--- config.mk ---
export PLATFORM = sky130hd
export DESIGN_NAME = cml_compare_unit
export DESIGN_NICKNAME = d
export VERILOG_FILES = /design/src/rtl/cml_pkg.sv /design/src/rtl/cml_compare_unit.sv
export SDC_FILE = /design/constraint.sdc
export NUM_CORES = 1
export LEC_CHECK = 0
export BUFFER_PORTS_ARGS = -buffer_cell sky130_fd_sc_hd__buf_2
export CORE_MARGIN = 8
export CORE_UTILIZATION = 50
export CTS_BUF_LIST = sky130_fd_sc_hd__clkbuf_8 sky130_fd_sc_hd__clkbuf_16
export DETAILED_ROUTE_END_ITERATION = 8
export GPL_TIMING_DRIVEN = 1
export HOLD_SLACK_MARGIN = 0.08
export PLACE_DENSITY = 0.74
export SYNTH_ARGS = -nofsm -noshare
export SYNTH_HDL_FRONTEND = slang
export SYNTH_SLANG_ARGS = --single-unit
--- constraint.sdc ---
create_clock -name clk -period 15.7 [get_ports clk]
set_clock_uncertainty 0.1 [all_clocks]
set_input_delay 3.925 -clock clk [delete_from_list [all_inputs] [get_ports clk]]
set_output_delay 3.925 -clock clk [all_outputs]
set_load 0.05 [all_outputs]
--- src/rtl/cml_pkg.sv ---
`default_nettype none
// ----------------------------------------------------------------------------
// cml_pkg
// Shared types, sizes and codes of the caliper match core.
// ----------------------------------------------------------------------------
package cml_pkg;

  // Store geometry
  localparam int MAX_CASES    = 1024;
  localparam int MAX_MEASURES = 4;
  localparam int IDX_W        = (MAX_CASES > 1) ? $clog2(MAX_CASES) : 1;
  localparam int COUNT_W      = $clog2(MAX_CASES + 1);

  // Field widths of the streams
  localparam int MEAS_W      = 32;
  localparam int IN_MEAS     = 4;
  localparam int OUT_IDX_W   = 10;
  localparam int OUT_DATA_W  = 16;
  localparam int CFG_INDEX_W = 3;
  localparam int CFG_DATA_W  = 32;
  localparam int NUM_THR     = 4;

  typedef logic [MEAS_W-1:0]                   measure_t;
  typedef measure_t [MAX_MEASURES-1:0]         row_t;
  typedef logic [MAX_MEASURES-1:0]             lane_mask_t;
  typedef logic [IDX_W-1:0]                    case_idx_t;

  // Input kinds
  typedef enum logic [1:0] {
    KIND_CLEAR = 2'd0,
    KIND_LOAD  = 2'd1,
    KIND_QUERY = 2'd2,
    KIND_NONE  = 2'd3
  } kind_t;

  // Result status codes
  typedef enum logic [1:0] {
    STATUS_OK      = 2'd0,
    STATUS_MATCH   = 2'd1,
    STATUS_NOMATCH = 2'd2,
    STATUS_FULL    = 2'd3
  } status_t;

  // Configuration register indexes
  localparam logic [CFG_INDEX_W-1:0] CFG_MEASURES   = 3'd0;
  localparam logic [CFG_INDEX_W-1:0] CFG_THR_FIRST  = 3'd1;
  localparam logic [CFG_INDEX_W-1:0] CFG_THR_SECOND = 3'd2;
  localparam logic [CFG_INDEX_W-1:0] CFG_THR_THIRD  = 3'd3;
  localparam logic [CFG_INDEX_W-1:0] CFG_THR_FOURTH = 3'd4;

  // Control into the compare unit
  typedef struct packed {
    logic      start;
    logic      row_valid;
    case_idx_t row_idx;
  } cmp_ctrl_t;

  // Status out of the compare unit
  typedef struct packed {
    logic      busy;
    logic      found;
    case_idx_t best_idx;
  } cmp_status_t;

  // Map a case index onto the output index field (low bits, zero filled)
  function automatic logic [OUT_IDX_W-1:0] to_out_idx(input case_idx_t idx);
    logic [OUT_IDX_W+IDX_W-1:0] wide;
    wide = {{OUT_IDX_W{1'b0}}, idx};
    return wide[OUT_IDX_W-1:0];
  endfunction

endpackage
`default_nettype wire

--- src/rtl/cml_compare_unit.sv ---
`default_nettype none
// ----------------------------------------------------------------------------
// cml_compare_unit
// Shared distance and ranking unit: takes one stored case per cycle, forms
// the absolute differences to the control, checks the calipers and keeps
// the lexicographically smallest eligible difference vector.
// ----------------------------------------------------------------------------
module cml_compare_unit
  import cml_pkg::*;
(
  input  wire         clk,
  input  wire         rst,
  input  cmp_ctrl_t   ctrl,
  input  row_t        case_row,
  input  row_t        control_row,
  input  row_t        thresholds,
  input  lane_mask_t  lane_en,
  output cmp_status_t status
);

  // Difference stage registers
  logic      diff_valid;
  case_idx_t diff_idx;
  row_t      diff;
  row_t      diff_next;

  // Best match registers
  logic      found;
  case_idx_t best_idx;
  row_t      best;

  logic       eligible;
  logic       less;
  logic       decided;
  lane_mask_t over;

  // Absolute difference per lane; disabled lanes read as zero
  always_comb begin
    for (int q = 0; q < MAX_MEASURES; q++) begin
      if (!lane_en[q]) begin
        diff_next[q] = '0;
      end else if ($signed(case_row[q]) < $signed(control_row[q])) begin
        diff_next[q] = control_row[q] - case_row[q];
      end else begin
        diff_next[q] = case_row[q] - control_row[q];
      end
    end
  end

  always_ff @(posedge clk) begin
    if (rst) begin
      diff_valid <= 1'b0;
    end else begin
      diff_valid <= ctrl.row_valid && !ctrl.start;
    end
  end

  always_ff @(posedge clk) begin
    diff     <= diff_next;
    diff_idx <= ctrl.row_idx;
  end

  // Caliper check and lexicographic compare against the best so far
  always_comb begin
    for (int q = 0; q < MAX_MEASURES; q++) begin
      over[q] = diff[q] > thresholds[q];
    end
    eligible = (over == '0);
    less     = 1'b0;
    decided  = 1'b0;
    for (int q = 0; q < MAX_MEASURES; q++) begin
      if (!decided && diff[q] != best[q]) begin
        decided = 1'b1;
        less    = diff[q] < best[q];
      end
    end
  end

  // Keep the winner; strict less leaves ties with the lower index
  always_ff @(posedge clk) begin
    if (rst) begin
      found <= 1'b0;
    end else if (ctrl.start) begin
      found <= 1'b0;
    end else if (diff_valid && eligible && (!found || less)) begin
      found <= 1'b1;
    end
  end

  always_ff @(posedge clk) begin
    if (!ctrl.start && diff_valid && eligible && (!found || less)) begin
      best     <= diff;
      best_idx <= diff_idx;
    end
  end

  assign status.busy     = diff_valid;
  assign status.found    = found;
  assign status.best_idx = best_idx;

endmodule
`default_nettype wire
==> metrics <==
sequential share of the synthesized area=24.6%; biggest cell delay along the critical path=0.78 ns; GPL Wtd Cong=0.923; Setup WS post-layout=8.28 ns; flop2flop setup slack=10.35 ns; Register-to-Register Path Depth=12; Die Span X=254 um; Post-CTS Setup Bufs=0; Post-route DRC=0; pre-CTS setup slack=7.59 ns; vias per inst=5.52; Initial DRC Count=1485; Clk Latency, worst-skew pair=0.56 ns; number of levels in the clock H-tree=1; highest clock frequency the design can meet=135 MHz; Synth Cell Area=28200 um2; pin count of the biggest net entering global routing=68; hold crit path type=flip-flop to flip-flop; end of the worst register-to-register path=best[76]; worst slew margin relative to its limit=29.8%; post-synthesis mux area share=2.97%; hold-critical path endpoint=best_idx[2]; CTS buffer count=30; wire length reported by the detailed router=76200 um; count of max-cap constraint violations=0; worst setup path class=input pin to flip-flop; Final #Nets=4671; count of fill cells added during filler insertion=5356; initial antenna violation count=8; worst IR drop on VDD=0.0666 mV; arrival time of data at the critical path endpoint=7.49 ns; series of cell instances along the critical path=buf_2 > inv_1 > ha_1 > a21o_1 > a21o_1 > a21o_1 > a21o_1 > a21oi_1 > nor2_1 > a211oi_1 > and3_1 > o2111ai_1 > a211oi_4 > buf_4 > buf_4; final core utilization=56.5%; area share of the largest cell type after synthesis=22.5%; required arrival time at the worst endpoint=15.77 ns; final HPWL from detailed placement=63800 um; Total Negative Setup Slacks=0 ns; number of search-and-repair iterations in the first detailed-routing pass=6; clock-pin slew on the worst setup and hold paths=0.06 ns; synthesized area per cell=8.24 um2; clk sinks=278; initial core utilization=50.3%; result of the run=finished, final reports clean; Hold Crit Start=diff_idx[2]; complex-gate fraction of the synthesized area=23.3%; boundary pin count=414; die area=64400 um2; RSZ-0062 raised after global routing=false; number of vias in the routed layout=25.1k; sort of element at the start of the critical path=input pin; Vert. Die Dim=254 um; aggregate global-route resource usage=22.5%; combinational family with the most area after synthesis=compound AO/OA/AOI/OAI gates; fraction of registers with async set or reset after synthesis=0%; Leakage=17.0 nW; CTS Root Cell=sky130_fd_sc_hd__clkbuf_16; Layout area overhead=12.3%; distinct cell type count of the synthesized netlist=89; Overall Power=2.63 mW; peak fanout along the critical path=67; vias in the first global route=24.5k; Net Count, Synth=4345; residual antenna-violating net count after detailed routing=0; Post-CTS Hold Fix Bufs=0; synth warn=0; cell at the slowest stage of the critical path=sky130_fd_sc_hd__buf_4; post-route fraction of the period consumed by the critical path=47.3%; wire length per cell=16.8 um; Worst Hold Path Cells=0; final-report hold violation count=0; adder-cell area share of the yosys netlist=23.1%; Final Max Slew Viols=0; share of layout cells above drive strength 1=13.6%; dominant cells by area after synthesis=sky130_fd_sc_hd__ha_1 (23%), sky130_fd_sc_hd__edfxtp_1 (15%), sky130_fd_sc_hd__dfxtp_1 (9.9%); XOR/XNOR share of the synthesized area=2.95%; Port Buffer Count=413; slew at the pin with the worst max-slew slack=1.05 ns; type of destination of the critical path=flip-flop; Cell Pwr Density=82.8 nW/um2; top_reg_cell synth=sky130_fd_sc_hd__dfxtp_1; number of flops mapped to enable cells by yosys=138; number of cells upsized or downsized after cts=0; num rows=87; time the final worst path needs with I/O delays and setup=7.42 ns; maximum clock insertion buffer count=3; multi-input combinational cell area=18600 um2; sequential cell area=6950 um2; Simple-Gate Fraction of Synth Area=13.6%; FF-to-FF Start=best[31]; worst hold margin=0.305 ns; CP dominant cell by count=sky130_fd_sc_hd__a21o_1; CTS tree=yes; sum of overflow across all layers after global routing=0; Final setup viols=0; number of instances in the synthesized netlist=3427; Yosys reg bits=278; area of the core=56200 um2; cell taking the most area after synthesis=sky130_fd_sc_hd__ha_1; global-route wire length before repair=121000 um
[layer usage]
metal	GRT usage [%]	vias to the layer above	share of wire, %
met5	0	-	0.045
met4	7.19	6	3.1
met3	2.94	123	5.7
met2	39.3	700	47
met1	28.6	11573	44
li1	-	12649	-
[sequential cells by signal, indices dropped and copies added (netlist names)]
name,cells
best_idx,10
diff_idx,10
diff,128
diff_valid,1
best,128
found,1
[power breakdown]
part	total (mW)	switching [mW]	leakage [nW]	internal, mW
logic	1.02	0.572	14.0	0.446
clock network	0.689	0.290	0.517	0.399
registers	0.919	0.0705	2.47	0.849
[synth_stat cells (all sizes together), types with 6 or more instances]
cell type  instances
inv              553
ha               508
a21oi            325
a21o             223
nor2             210
o21ai            181
nand2            153
dfxtp            140
edfxtp           138
nand4             87
clkbuf            69
mux2i             67
and2              58
buf               57
nor2b             57
xnor2             55
nand2b            50
xor2              40
a211oi            37
nand3             37
o21bai            33
o21a              29
a31oi             28
and3              26
nor3              25
o211ai            18
o31ai             18
nor4              17
a21boi            16
a221oi            15
and4              13
a211o             12
mux2              12
a2111oi            9
fa                 8
o22ai              8
a31o               7
o221ai             7
nand3b             6
[cell type report]
class / count / area share [%]
clock inverter: 21 / 0.438
antenna: 5 / 0.0395
timing repair buffer: 420 / 6.68
multi-input combinational: 2470 / 58.7
tap: 756 / 2.98
clock buffer: 35 / 2.66
inverter: 553 / 6.55
sequential: 278 / 21.9
[worst max-delay path, delay by kind of cell]
family                   cells  cell delay, ns
AO/OA/AOI/OAI                8            1.57
buffers and inverters        4            1.33
adder cells (fa/ha/maj)      1            0.30
AND/OR/NAND/NOR              2            0.29
[stage by stage]
step / cells / cell area [um2]
floorplan: 3427 / 28300
global route: 4535 / 31700
detailed placement: 4477 / 30700
finish: 4538 / 31700
CTS: 4533 / 31700
global placement: 4477 / 30700
[cells by family (layout without fill, tap and decap cells)]
logic type / count (synthesis) / after routing
AOI/OAI and AO/OA: 1021 / 1021
buffers and inverters: 679 / 1029
DFF: 278 / 278
and+or+nand+nor: 759 / 759
adders and majority gates: 516 / 516
muxes: 79 / 79
xor gates and xnor gates: 95 / 95
other: 0 / 5
[cells in the final DEF, fill, tap and decap left out, types with 55 or more instances in the layout]
cell and count:
sky130_fd_sc_hd__dfxtp_1 140, sky130_fd_sc_hd__xnor2_1 55, sky130_fd_sc_hd__ha_1 508, sky130_fd_sc_hd__nor2b_1 57
sky130_fd_sc_hd__and2_1 58, sky130_fd_sc_hd__a21o_1 222, sky130_fd_sc_hd__buf_2 413, sky130_fd_sc_hd__nor2_1 210
sky130_fd_sc_hd__nand2_1 153, sky130_fd_sc_hd__mux2i_1 64, sky130_fd_sc_hd__nand4_1 87, sky130_fd_sc_hd__o21ai_0 173
sky130_fd_sc_hd__a21oi_1 322, sky130_fd_sc_hd__edfxtp_1 138, sky130_fd_sc_hd__inv_1 561
[worst max path at each step]
stage / from / end / slack, ns
after floorplan: thresholds[57] / best[0] / 3.96
after global placement: thresholds[57] / best[68] / 7.66
after detailed placement: thresholds[57] / best[72] / 7.59
after CTS: thresholds[57] / best[76] / 8.18
after global routing: thresholds[57] / best[76] / 7.99
final: thresholds[57] / best[76] / 8.28
(Power assumes the default switching activity.)
